File: config.mk
export PLATFORM = sky130hd
export DESIGN_NAME = sfde_scan
export DESIGN_NICKNAME = d
export VERILOG_FILES = /design/src/hw/rtl/sfde_pkg.sv /design/src/hw/rtl/sfde_scan.sv
export SDC_FILE = /design/constraint.sdc
export NUM_CORES = 1
export LEC_CHECK = 0
export BUFFER_PORTS_ARGS = -buffer_cell sky130_fd_sc_hd__buf_4
export CORE_UTILIZATION = 44
export CTS_BUF_LIST = sky130_fd_sc_hd__clkbuf_16
export DETAILED_ROUTE_END_ITERATION = 6
export GPL_TIMING_DRIVEN = 0
export PLACE_DENSITY = 0.67
export SYNTH_ARGS = -nofsm -noshare
export SYNTH_HDL_FRONTEND = slang
export SYNTH_SLANG_ARGS = --single-unit
File: constraint.sdc
create_clock -name i_clk -period 3.95 [get_ports i_clk]
set_input_delay 0.1975 -clock i_clk [delete_from_list [all_inputs] [get_ports i_clk]]
set_output_delay 0.1975 -clock i_clk [all_outputs]
set_load 0.01 [all_outputs]
File: src/hw/rtl/sfde_pkg.sv
package sfde_pkg;

    // Stream and frame geometry
    localparam int MAX_WIDTH = 256;
    localparam int PIX_W     = 8;
    localparam int COL_W     = 8;
    localparam int ROW_W     = 10;
    localparam int WID_W     = 9;
    localparam int CFG_W     = 10;
    localparam int IDX_W     = 2;

    // Register reset values
    localparam logic [WID_W-1:0] WIDTH_RST  = WID_W'(188);
    localparam logic [ROW_W-1:0] HEIGHT_RST = ROW_W'(120);

    // Register indexes on the configuration port
    typedef enum logic [IDX_W-1:0] {
        REG_IMAGE_WIDTH    = 2'd0,
        REG_IMAGE_HEIGHT   = 2'd1,
        REG_EDGE_THRESHOLD = 2'd2,
        REG_AUTO_MODE      = 2'd3
    } t_reg_idx;

    // Per-pixel bookkeeping that travels with a transaction
    typedef struct packed {
        logic             has_res;
        logic [ROW_W-1:0] row;
        logic [COL_W-1:0] col;
        logic             last;
    } t_meta;

    // 3x3 window, entry 3*row + col, row 0 on top, col 2 newest
    typedef logic [8:0][PIX_W-1:0] t_window;

endpackage

File: src/hw/rtl/sfde_scan.sv
module sfde_scan (
    input  logic                         i_clk,
    input  logic                         i_rst_n,
    input  logic                         i_accept,
    input  logic                         i_cfg_we,
    input  logic [sfde_pkg::IDX_W-1:0]   i_cfg_idx,
    input  logic [sfde_pkg::CFG_W-1:0]   i_cfg_data,
    output sfde_pkg::t_meta              o_meta,
    output logic [sfde_pkg::PIX_W-1:0]   o_threshold,
    output logic                         o_auto_mode
);

    logic [sfde_pkg::WID_W-1:0] r_width;
    logic [sfde_pkg::ROW_W-1:0] r_height;
    logic [sfde_pkg::PIX_W-1:0] r_threshold;
    logic                       r_auto;
    logic [sfde_pkg::COL_W-1:0] r_col;
    logic [sfde_pkg::ROW_W-1:0] r_row;
    logic [sfde_pkg::COL_W-1:0] n_col;
    logic [sfde_pkg::ROW_W-1:0] n_row;

    logic [sfde_pkg::WID_W-1:0] w_eff;
    logic [sfde_pkg::WID_W-1:0] col_inc;
    logic [sfde_pkg::ROW_W:0]   row_inc;

    // Configuration registers
    always_ff @(posedge i_clk) begin
        if (!i_rst_n) begin
            r_width     <= sfde_pkg::WIDTH_RST;
            r_height    <= sfde_pkg::HEIGHT_RST;
            r_threshold <= '0;
            r_auto      <= 1'b0;
        end else if (i_cfg_we) begin
            unique case (sfde_pkg::t_reg_idx'(i_cfg_idx))
                sfde_pkg::REG_IMAGE_WIDTH:    r_width     <= i_cfg_data[sfde_pkg::WID_W-1:0];
                sfde_pkg::REG_IMAGE_HEIGHT:   r_height    <= i_cfg_data[sfde_pkg::ROW_W-1:0];
                sfde_pkg::REG_EDGE_THRESHOLD: r_threshold <= i_cfg_data[sfde_pkg::PIX_W-1:0];
                sfde_pkg::REG_AUTO_MODE:      r_auto      <= i_cfg_data[0];
            endcase
        end
    end

    // Cap the row length at the line store depth
    assign w_eff   = (r_width > sfde_pkg::WID_W'(sfde_pkg::MAX_WIDTH))
                   ? sfde_pkg::WID_W'(sfde_pkg::MAX_WIDTH) : r_width;
    assign col_inc = {1'b0, r_col} + sfde_pkg::WID_W'(1);
    assign row_inc = {1'b0, r_row} + (sfde_pkg::ROW_W+1)'(1);

    // Advance the raster position, wrap at row end and frame end
    always_comb begin
        n_col = r_col;
        n_row = r_row;
        if (col_inc >= w_eff) begin
            n_col = '0;
            if (row_inc >= {1'b0, r_height}) begin
                n_row = '0;
            end else begin
                n_row = row_inc[sfde_pkg::ROW_W-1:0];
            end
        end else begin
            n_col = col_inc[sfde_pkg::COL_W-1:0];
        end
    end

    always_ff @(posedge i_clk) begin
        if (!i_rst_n) begin
            r_col <= '0;
            r_row <= '0;
        end else if (i_accept) begin
            r_col <= n_col;
            r_row <= n_row;
        end
    end

    // Tag the incoming pixel with its window centre
    assign o_meta.has_res = (r_row >= sfde_pkg::ROW_W'(2)) && (r_col >= sfde_pkg::COL_W'(2));
    assign o_meta.row     = r_row - sfde_pkg::ROW_W'(1);
    assign o_meta.col     = r_col - sfde_pkg::COL_W'(1);
    assign o_meta.last    = (row_inc == {1'b0, r_height}) && (col_inc == w_eff);
    assign o_threshold    = r_threshold;
    assign o_auto_mode    = r_auto;

endmodule

# After elaboration in Yosys (flattened, before gate mapping)
# Cells that the tools add are included.
dict set report word_totals {
  register_bits 46
  input_bits 16
  output_inout_bits 29
  word_cells 31
}
dict set report classes {
  addsub 4
  n_lt_le_gt_ge 5
  eq_ne 5
  mux 3
  reduce_logical 8
}
# operator count
set ops {}
lappend ops {{10-bit by 1-bit adder with 11-bit output, second input constant} 1}
lappend ops {{11-bit by 10-bit equality test with 1-bit output} 1}
lappend ops {{11-bit by 10-bit greater-or-equal comparator with 1-bit output} 1}
lappend ops {{10-bit by 2-bit greater-or-equal comparator with 1-bit output, second input constant} 1}
lappend ops {{10-bit 2-to-1 mux} 1}
lappend ops {{2-bit AND reduction} 5}
lappend ops {{10-bit by 1-bit subtractor with 10-bit output, second input constant} 1}
lappend ops {{8-bit by 1-bit adder with 9-bit output, second input constant} 1}
lappend ops {{9-bit equality test} 1}
lappend ops {{9-bit greater-or-equal comparator} 1}
lappend ops {{9-bit greater-than comparator, second input constant} 1}
lappend ops {{9-bit 2-to-1 mux} 1}
lappend ops {{8-bit by 2-bit greater-or-equal comparator with 1-bit output, second input constant} 1}
lappend ops {{8-bit 2-to-1 mux} 1}
lappend ops {{8-bit by 1-bit subtractor with 8-bit output, second input constant} 1}
lappend ops {{2-bit equality test, second input constant} 2}
lappend ops {{2-bit by 1-bit equality test with 1-bit output, second input constant} 1}
lappend ops {{1-bit logical AND} 2}
lappend ops {{2-bit logical NOT} 1}

# Longest topological paths before layout
dict set report logic_depth {
  depth_word 4
  ltp_mapped 13
  mapped_depth_nobuf 12
}

# Worst setup path before layout
# Ideal clock, no wire load.
dict set report synth_path {
  path_kind {reg-to-output}
  start {register r_row[0] in the netlist's numbering}
  end {output o_meta[0] in the netlist's numbering}
  t_arrival_ns 2.320
  t_required_ns 3.753
  path_slack_ns 1.432
  path_stages_with_launch 10
  path_buffers 0
  path_cell_list {dfxtp_1 > inv_2 > nor3_4 > and3_4 > nand3_2 > xnor2_2 > ha_1 > nand3_1 > or3_1 > nor3b_1}
}
# item line_no
set synth_rtl {}
lappend synth_rtl {{from (decl)} sfde_scan.sv:18} ;# logic [sfde_pkg::ROW_W-1:0] r_row;
lappend synth_rtl {{from (signal assigned)} sfde_scan.sv:71} ;# r_row <= n_row;
lappend synth_rtl {{to (decl)} sfde_scan.sv:8} ;# output sfde_pkg::t_meta o_meta,

==> flow_summary.yaml <==
run_status:
  status: "completed"
setup_path:
  crit_fanout: 7
  crit_slowest_cell: "dfxtp_1"
  worstPathArrival_ns: 2.99
  critical_path_buf_inv_count: 1
  crit_chain: "ha_1 -> and3_1 -> and3_1 -> xor2_1 -> ha_1 -> nand4_1 -> or3_1 -> nor3b_1 -> buf_4"
  critical_path.top_delay_family: "simple AND/OR/NAND/NOR gates"
  worstSetupEndpointType: "output port"
  critPathKind: "flop to output port"
  critPathMaxStageDelay_ns: 0.46
  critPathLaunchType: "flop"
  cp.required_ns: 3.75
grt:
  gr-total-overflow: 0
  grt_pass1_wl_um: 11800
  antenna_found_initial: 0
  grt_pass1_vias: 2427
  track_usage: 0.208
  grt_max_degree: 15
die:
  chipHeight_um: 84.7
  io_pins: 45
  dieArea_sq_um: 7180
  fp.dieW_um: 84.7
  core_sq_um: 6490
  start_util: 0.464
  rows: 29
cts:
  cts.hold.buffers_added: 0
  cts_sinks: 46
  cts_inserted_buffers: 5
  clockBufferDepth: 2
  htree_levels: 2
  cts_setup_buffers: 0
  path_clk_slew_ns: 0.07
  cts_root_buffer: "clkbuf_16"
  ctsResizeCount: 0
  tritoncts: "done"
  clk_latency_ns: 0.29
pwr:
  power_density_nw_per_um2: 318
  power_uw: 1150
  vdd_ir_drop_max_mv: 0.266
  cellLeakagePower_uw: 0.00169
detailed_routing:
  viasPerCell: 5.29
  first_iter_violations: 106
  wire_per_inst_um: 13.8
  drtAntennaViolNets: 0
  drc: 0
  dr.pass1.iters: 6
  vias: 2639
  wirelength_um: 6880
place:
  port_buffers: 43
  placed_area_sq_um: 3430
  dp_hpwl_um: 5270
  dp.cells: 491
  gp_congestion: 0.818
timing:
  clock_skew_ns: 0.00732
  setup_viol: 0
  tightest_slew_ns: 0.532
  fin_crit_ns: 3.19
  report.final.slew_viol_count: 0
  hold_viol: 0
  rsz0062_at_grt: "no"
  relSlewSlack: 0.645
  fmaxAchievable_mhz: 314
  finalCritPeriodShare: 0.807
  fin_tns_setup_ns: 0
synthesis:
  synthCells: 371
  syn_avg_cell_area_sq_um: 8.12
  yosysTopAreaCellShare: 0.306
  async_reset_ff_frac: 0
  yosysUniqueCellTypes: 59
  syn_nets: 412
  ys_seq_area_frac: 0.306
  synth_ff_type: "dfxtp_1"
  synth_area_sq_um: 3010
  synth_edf_count: 0
  yosys.area.top_type: "dfxtp_1"
  ys_ff_latch: 46
  yosysWarnings: 0
  synth.area.top_cells: "dfxtp_1 31%, ha_1 10%, nand2_1 8.8%, xor2_1 5.2%, nand3_1 4.0%"
finish:
  fill_cells: 636
  area_delta_synth_final_pct: 20.2
  layout_common_cells: "71 x nand2_1, 46 x dfxtp_1, 44 x buf_4"
  drive_gt1_frac: 0.194
  final_design_area_no_fill_sq_um: 3620
  n_antenna_cell: 0
  final_common_cell: "nand2_1"
  fin_util: 0.557
  final_cells: 499
  layout.nets: 462
worst_hold_path:
  hold_path_class: "input pin to flop"
job:
  drv_cap: 0
[kinds of logic after synthesis]
group	count (synthesis)	share of synthesized area
DFF	46	0.306
muxes	9	0.0299
buffers and inverters	41	0.0607
and+or+nand+nor	169	0.291
xor gates and xnor gates	27	0.0810
adders and majority gates	25	0.104
AOI/OAI and AO/OA	54	0.128
[layer usage]
| layer | wire length, um | GRT usage | vias to the layer above | part of all wire |
|---|---|---|---|---|
| met3 | 254 | 0.0334 | 5 | 0.037 |
| li1 | - | - | 1369 | - |
| met1 | 3330 | 0.273 | 1206 | 0.48 |
| met2 | 3210 | 0.350 | 59 | 0.47 |
| met5 | 0 | 0 | - | 0 |
| met4 | 85 | 0.0647 | 0 | 0.012 |
[layout make-up]
cell class / instances / area [sq um] / area share
Buffer: 24 / 119 / 0.0328
Clock buffer: 5 / 125 / 0.0346
Clock inverter: 3 / 63.8 / 0.0176
Inverter: 17 / 63.8 / 0.0176
Multi-Input combinational cell: 284 / 1910 / 0.527
Sequential cell: 46 / 921 / 0.254
Tap cell: 77 / 96.3 / 0.0266
Timing Repair Buffer: 43 / 323 / 0.0892
[cell usage after synthesis, types with 4 or more instances]
cell type and count:
nand2_1 71, dfxtp_1 46, ha_1 25, nand3_1 24
nor2_1 21, xor2_1 18, inv_1 13, clkbuf_1 12
a21boi_0 10, nor2b_1 10, a21boi_1 9, mux2i_1 9
buf_2 8, xnor2_1 8, a21oi_1 7, nand3b_1 5
nand4_1 5, nor3_1 5, o211ai_1 5, o21ai_0 4
[power by group]
part	switching (uW)	internal (uW)	leakage (uW)
registers	8.50	477	0.000374
logic	67.0	59.1	0.00123
clock network	179	360	0.0000915
total	255	896	0.00169
[path summary, 6_finish.rpt]
path,start,end,slack [ns],cells past startpoint
setup reg to reg,r_row[1],r_row[7],1.01,11
setup / recovery,r_row[1],o_meta[0],0.76,9
hold reg to reg,r_width[0],r_width[0],0.46,2
hold / removal,i_cfg_data[2],r_width[2],0.15,3
[through the flow]
| stage | setup WS [ns] | hold WS [ns] |
|---|---|---|
| 2_1_floorplan | 1.43 | 0.321 |
| 3_3_place_gp | 1.09 | 0.449 |
| 3_5_place_dp | 1.08 | 0.448 |
| 4_1_cts | 0.772 | 0.151 |
| 5_1_grt | 0.571 | 0.167 |
| 6_report | 0.761 | 0.152 |
[state kept, by name, summed over array words and instances, names as in the netlist]
register	flops
r_row	10
r_col	8
o_threshold	8
r_width	9
r_height	10
o_auto_mode	1
[worst reg2reg max path, delay by kind of cell, from the launching register on]
kind	cells	cell delay, ns
XOR/XNOR	1	0.19
adder cells (fa/ha/maj)	2	0.64
AND/OR/NAND/NOR	4	0.83
AO/OA/AOI/OAI	4	0.75
flip-flops	1	0.46
Power figures use the tool's default switching activity.
