File: src/hw/rtl/sfde_pkg.sv
package sfde_pkg;

    // Stream and frame geometry
    localparam int MAX_WIDTH = 256;
    localparam int PIX_W     = 8;
    localparam int COL_W     = 8;
    localparam int ROW_W     = 10;
    localparam int WID_W     = 9;
    localparam int CFG_W     = 10;
    localparam int IDX_W     = 2;

    // Register reset values
    localparam logic [WID_W-1:0] WIDTH_RST  = WID_W'(188);
    localparam logic [ROW_W-1:0] HEIGHT_RST = ROW_W'(120);

    // Register indexes on the configuration port
    typedef enum logic [IDX_W-1:0] {
        REG_IMAGE_WIDTH    = 2'd0,
        REG_IMAGE_HEIGHT   = 2'd1,
        REG_EDGE_THRESHOLD = 2'd2,
        REG_AUTO_MODE      = 2'd3
    } t_reg_idx;

    // Per-pixel bookkeeping that travels with a transaction
    typedef struct packed {
        logic             has_res;
        logic [ROW_W-1:0] row;
        logic [COL_W-1:0] col;
        logic             last;
    } t_meta;

    // 3x3 window, entry 3*row + col, row 0 on top, col 2 newest
    typedef logic [8:0][PIX_W-1:0] t_window;

endpackage

File: src/hw/rtl/sfde_window.sv
module sfde_window (
    input  logic                       i_clk,
    input  logic                       i_rst_n,
    input  logic                       i_accept,
    input  logic [sfde_pkg::PIX_W-1:0] i_pixel,
    input  sfde_pkg::t_meta            i_meta,
    input  logic                       i_down_ready,
    output logic                       o_ready,
    output logic                       o_valid,
    output sfde_pkg::t_window          o_window,
    output sfde_pkg::t_meta            o_meta
);

    localparam int LW = 2 * sfde_pkg::PIX_W;

    // Line store entry: upper row in the high byte, middle row in the low byte
    logic [LW-1:0] r_line [sfde_pkg::MAX_WIDTH];

    logic                       r1_valid;
    logic [sfde_pkg::PIX_W-1:0] r1_px;
    logic [LW-1:0]              r1_rd;
    sfde_pkg::t_meta            r1_meta;

    logic                       r2_valid;
    sfde_pkg::t_window          r_win;
    sfde_pkg::t_meta            r2_meta;

    logic                       en1;
    logic                       en2;
    logic                       move;
    logic [LW-1:0]              wr_data;

    assign en2     = !r2_valid || i_down_ready;
    assign en1     = !r1_valid || en2;
    assign move    = r1_valid && en2;
    assign o_ready = en1;

    // Old middle moves up, new pixel becomes middle
    assign wr_data = {r1_rd[sfde_pkg::PIX_W-1:0], r1_px};

    // Line store write as the transaction leaves the read stage
    always_ff @(posedge i_clk) begin
        if (move) begin
            r_line[r1_meta.col + sfde_pkg::COL_W'(1)] <= wr_data;
        end
    end

    // Read stage: forward a write to the same column in the same cycle
    always_ff @(posedge i_clk) begin
        if (en1 && i_accept) begin
            r1_px   <= i_pixel;
            r1_meta <= i_meta;
            if (move && (r1_meta.col == i_meta.col)) begin
                r1_rd <= wr_data;
            end else begin
                r1_rd <= r_line[i_meta.col + sfde_pkg::COL_W'(1)];
            end
        end
    end

    always_ff @(posedge i_clk) begin
        if (!i_rst_n) begin
            r1_valid <= 1'b0;
        end else if (en1) begin
            r1_valid <= i_accept;
        end
    end

    // Window stage: shift left, load the new right column
    always_ff @(posedge i_clk) begin
        if (!i_rst_n) begin
            r_win <= '0;
        end else if (move) begin
            for (int k = 0; k < 3; k++) begin
                r_win[3*k]   <= r_win[3*k+1];
                r_win[3*k+1] <= r_win[3*k+2];
            end
            r_win[2] <= r1_rd[LW-1:sfde_pkg::PIX_W];
            r_win[5] <= r1_rd[sfde_pkg::PIX_W-1:0];
            r_win[8] <= r1_px;
        end
    end

    always_ff @(posedge i_clk) begin
        if (move) begin
            r2_meta <= r1_meta;
        end
    end

    // Drop border pixels here: only interior centres go on
    always_ff @(posedge i_clk) begin
        if (!i_rst_n) begin
            r2_valid <= 1'b0;
        end else if (en2) begin
            r2_valid <= r1_valid && r1_meta.has_res;
        end
    end

    assign o_valid  = r2_valid;
    assign o_window = r_win;
    assign o_meta   = r2_meta;

endmodule

File: config.mk
export PLATFORM = sky130hd
export DESIGN_NAME = sfde_window
export DESIGN_NICKNAME = d
export VERILOG_FILES = /design/src/hw/rtl/sfde_pkg.sv /design/src/hw/rtl/sfde_window.sv
export SDC_FILE = /design/constraint.sdc
export NUM_CORES = 2
export LEC_CHECK = 0
export ABC_AREA = 1
export BUFFER_PORTS_ARGS = -buffer_cell sky130_fd_sc_hd__buf_4
export CAP_MARGIN = 10
export CORE_MARGIN = 4
export CORE_UTILIZATION = 40
export CTS_CLUSTER_DIAMETER = 60
export DETAILED_ROUTE_END_ITERATION = 7
export PLACE_DENSITY = 0.64
export SLEW_MARGIN = 20
export SYNTH_ARGS = -nofsm -noshare
export SYNTH_HDL_FRONTEND = slang
export SYNTH_SLANG_ARGS = --single-unit
File: constraint.sdc
create_clock -name i_clk -period 12.3 [get_ports i_clk]
set_input_delay 1.23 -clock i_clk [delete_from_list [all_inputs] [get_ports i_clk]]
set_output_delay 1.23 -clock i_clk [all_outputs]
set_load 0.02 [all_outputs]
After elaboration in Yosys (flattened, before gate mapping)
Memory sizes are Yosys's and may differ from the RTL's. A register that Yosys moved wholly into a read port is not among the register bits.
Index checks and enable logic that the tools add are counted.
{ "op_classes": {"muxes": 2, "n_addsub": 2, "reduce_logical": 7} }
{ "op_table": {"columns": ["operator", "n"], "rows": [
  ["8-bit by 1-bit adder with 8-bit output (second input constant)", 2],
  ["1-bit logical AND", 3],
  ["1-bit zero test", 2],
  ["1-bit logical OR", 2],
  ["1-bit 2-to-1 mux", 2]
]} }
{ "word_totals": {"in_bits": 32, "ff_bits": 122, "output_inout_bits": 94, "mem_count": 1, "wordCells": 32, "ramBits": 4096} }
{ "mem_list": {"columns": ["memory", "words", "width", "read_ports", "rd_clocked_by_memory_dff", "wr", "line", "rtl"], "rows": [
  ["r_line", 256, 16, 1, 1, 1, "sfde_window.sv:17", "logic [LW-1:0] r_line [sfde_pkg::MAX_WIDTH];"]
]} }

Longest topological paths before layout
{ "depth": {"word_depth": 5, "depth_mapped": 15, "depth_no_buf": 12} }

Worst setup path before layout
Ideal clock, no wire load.
{ "synth_path": {"path_type": "reg-to-reg", "start": "register r1_px[0] (netlist bit)", "end": "memory r_line[0][0] (netlist bit) (data pin)", "setup_time_ns": 0.824, "path_buffers": 0, "t_required_ns": 11.476, "t_arrival_ns": 3.258, "synth_period_minus_slack_ns": 4.082, "slack_ns": 8.218, "path_stages_with_launch": 1, "cell_sequence": "edfxtp_1"} }
{ "synth_rtl": {"columns": ["element", "line", "rtl"], "rows": [
  ["start, declared", "sfde_window.sv:20", "logic [sfde_pkg::PIX_W-1:0] r1_px;"],
  ["start signal, assigned", "sfde_window.sv:51", "r1_px <= i_pixel;"],
  ["end, declared", "sfde_window.sv:17", null]
]} }
No word-level cell before the write port.

Worst setup path in the final report
{ "layout_path": {"start": "input i_meta[1] (netlist bit)", "end": "register r1_rd[9], read port of r_line (data pin)"} }
{ "layout_via": {"elab_chain_len": 1} }
{ "layout_lines": {"columns": ["element", "line", "rtl"], "rows": [
  ["start, declared", "sfde_window.sv:6", "input sfde_pkg::t_meta i_meta,"],
  ["8-bit by 1-bit adder with 8-bit output", "sfde_window.sv:56", "r1_rd <= r_line[i_meta.col + sfde_pkg::COL_W'(1)];"],
  ["end, declared", "sfde_window.sv:21", "logic [LW-1:0] r1_rd;"]
]} }
No other way between the ends.
A chain may end at the register's enable or synchronous reset.

==> qor.yml <==
status: "complete, no violations"
yosysMostFrequentCell: "edfxtp_1"
io_buffers: 125
leakage_nw: 66.0
netlist_area_um2: 169000
clock_power_share: 0.405
ys_types: 31
layout_min_cycle_time_ps: 6590
worstReg2RegStart: "r1_meta[2]$_DFFE_PP_"
clock_latency_ps: 1010
via_per_inst: 5.60
clkSinkCount: 4234
io_pins: 126
grt_pass1_vias: 105000
switching_power_mw: 7.59
die_y_um: 658
synth_fp_nets: 14100
ys_seq_elements: 4234
cts_hold_buf: 0
post_cts_buffers: 0
wire_per_inst_um: 24.4
rows: 238
syn_avg_cell_area_um2: 12.1
grt_overflow: 0
min_from: "i_pixel[2]"
finalMaxSlewViolations: 0
antenna_found_initial: 16
rr_worst_depth: 8
dp.cells: 19300
drc: 0
dp_slack_ps: 4930
vias: 112000
finalClockSkew_ps: 104
syn_inst: 14000
cp.required_ps: 13130
tightestPinTransition_ps: 1150
fillers: 37300
netlist.area_leader.share: 0.738
grt_setup_unrepaired: "false"
place.gp.congestion: 0.918
hold_path_depth: 1
grt_max_degree: 188
timing.final.ws_setup_ps: 5710
synth_largest_area_cell: "edfxtp_1"
die_area_um2: 434000
postPlaceCellArea_um2: 177000
slew_headroom: 0.230
tns_ps: 0
hold_end: "r1_px[2]$_DFFE_PP_"
drive_gt1_frac: 0.0847
whs_ps: 401
combPwrFrac: 0.082
areaGrowthSynthToFinish_pct: 12.5
async_flop_share: 0
reg2reg_slack_ps: 7340
ant_nets: 0
grt.total_usage: 0.217
cts-buffers-inserted: 420
dp_hpwl_um: 264000
swShare: 0.242
drv_cap: 0
share_seq_of_total_power: 0.513
grt_pass1_wl_um: 714000
synthFlopType: "edfxtp_1"
vdd_drop_max_uv: 131
drtIter0Drc: 14800
intPower_mw: 23.8
cts-resized-gates: 0
clkTransAtPathRegs_ps: 60
initial_utilization: 0.402
critPathCaptureType: "flip-flop"
crit_type: "in2reg"
r2r_end: "r_line[102][10]$_DFFE_PP_"
die_w_um: 658
layout.nets: 14100
crit_fanout: 165
wl_um: 489000
first_pass_iters: 6
final_area_um2: 190000
synthTopCellsByArea: "edfxtp_1 (74%), nand3_1 (12%), nand2_1 (9.2%), buf_2 (1.5%), nor2_1 (0.94%)"
cellPowerDensity_nw_per_um2: 165
tritoncts: "yes"
yosysWarnings: 0
core_um2: 421000
cts_max_path_buffers: 4
worstHoldPathType: "in2reg"
post-route-period-util: 0.535
clockRootBuffer: "clkbuf_16"
cp.arrival_ps: 7420
finalHoldViolCount: 0
synth_edf_count: 4160
yosysSeqAreaShare: 0.747
cts.htree.levels: 5
fmax_mhz: 152
finalNonFillerCells: 20000
ys_top_cells_by_count: "edfxtp_1 (4160), nand2_1 (4157), nand3_1 (4083), buf_2 (507), nor2_1 (422)"
setup_viol: 0
crit_path_start_kind: "input port"
## worst max-delay path by stage
| stage | depth (start not counted) | end | startpoint |
|---|---|---|---|
| 2_1_floorplan | 0 | r_line[0][0]$_DFFE_PP_ | r1_px[0]$_DFFE_PP_ |
| 3_3_place_gp | 16 | r1_rd[4]$_DFFE_PP_ | i_meta[1] |
| 3_5_place_dp | 16 | r1_rd[4]$_DFFE_PP_ | i_meta[1] |
| 4_1_cts | 16 | r1_rd[9]$_DFFE_PP_ | i_meta[1] |
| 5_1_grt | 16 | r1_rd[9]$_DFFE_PP_ | i_meta[1] |
| 6_report | 16 | r1_rd[9]$_DFFE_PP_ | i_meta[1] |
## layer usage
| layer | track usage | share of wire | up-vias |
|---|---|---|---|
| li1 | - | - | 50100 |
| met1 | 0.294 | 0.39 | 55400 |
| met2 | 0.346 | 0.47 | 5848 |
| met3 | 0.0380 | 0.096 | 953 |
| met4 | 0.0949 | 0.046 | 12 |
| met5 | 0 | 0.00016 | - |
## sequential cells by signal, summed over array words and instances, names as in the netlist
| register | flops |
|---|---|
| o_meta | 20 |
| o_valid | 1 |
| o_window | 72 |
| r1_meta | 20 |
| r1_px | 8 |
| r1_rd | 16 |
| r1_valid | 1 |
| r_line | 4096 |
## cell usage in the layout (no fill, tap or decap), types with 10 or more instances in the layout
| cell | count |
|---|---|
| bufinv_16 | 36 |
| clkbuf_1 | 76 |
| clkbuf_16 | 424 |
| inv_1 | 21 |
| dfxtp_1 | 74 |
| buf_4 | 544 |
| buf_12 | 22 |
| nand4_1 | 19 |
| clkinvlp_4 | 11 |
| nor2_2 | 16 |
| nand2_1 | 4140 |
| nor2_1 | 406 |
| clkinv_2 | 77 |
| clkinv_1 | 105 |
| clkinv_16 | 12 |
| o21ai_0 | 72 |
| edfxtp_1 | 4160 |
| diode_2 | 10 |
| nand3_1 | 4083 |
| nand2_2 | 16 |
## power groups by stage
stage          clock [mW]  combinational, mW  sequential, mW
6_report             12.7               2.59            16.1
5_1_grt              13.5               2.76            16.1
4_1_cts              12.8               2.55            16.1
3_5_place_dp            0               2.55            16.4
3_3_place_gp            0               2.52            16.4
2_1_floorplan           0               1.30            16.6
## layout make-up
type | count | area, um2 | area share
sequential | 4234 | 126000 | 0.664
multi-input combinational | 8787 | 38600 | 0.203
clock buffer | 511 | 11000 | 0.0579
tap | 5640 | 7060 | 0.0371
timing repair buffer | 568 | 4560 | 0.0240
clock inverter | 261 | 2590 | 0.0136
inverter | 31 | 144 | 0.000756
antenna | 10 | 25.0 | 0.000131
## stage by stage
stage / util / power [mW]
global placement: 0.420 / 18.9
finish: 0.453 / 31.4
CTS: 0.452 / 31.5
floorplan: - / 17.9
global route: 0.453 / 32.3
detailed placement: 0.420 / 18.9
## critical path: stages
cell	delay, ps
buf_16	480
buf_4	750
buf_4	790
buf_4	840
buf_4	820
buf_4	760
nand2_1	110
nand3_1	130
nand3_1	100
nand3_1	130
nand3_1	230
nand3_1	230
nand3_1	170
nand3_1	110
nand3_1	80
nand2_1	70
## kinds of logic after synthesis
| family | synth area share |
|---|---|
| xor gates and xnor gates | 0.000939 |
| adders and majority gates | 0.000444 |
| DFF | 0.747 |
| buffers and inverters | 0.0259 |
| AOI/OAI and AO/OA | 0.00231 |
| and+or+nand+nor | 0.224 |
Note: power is estimated with default switching activity, not from simulation.
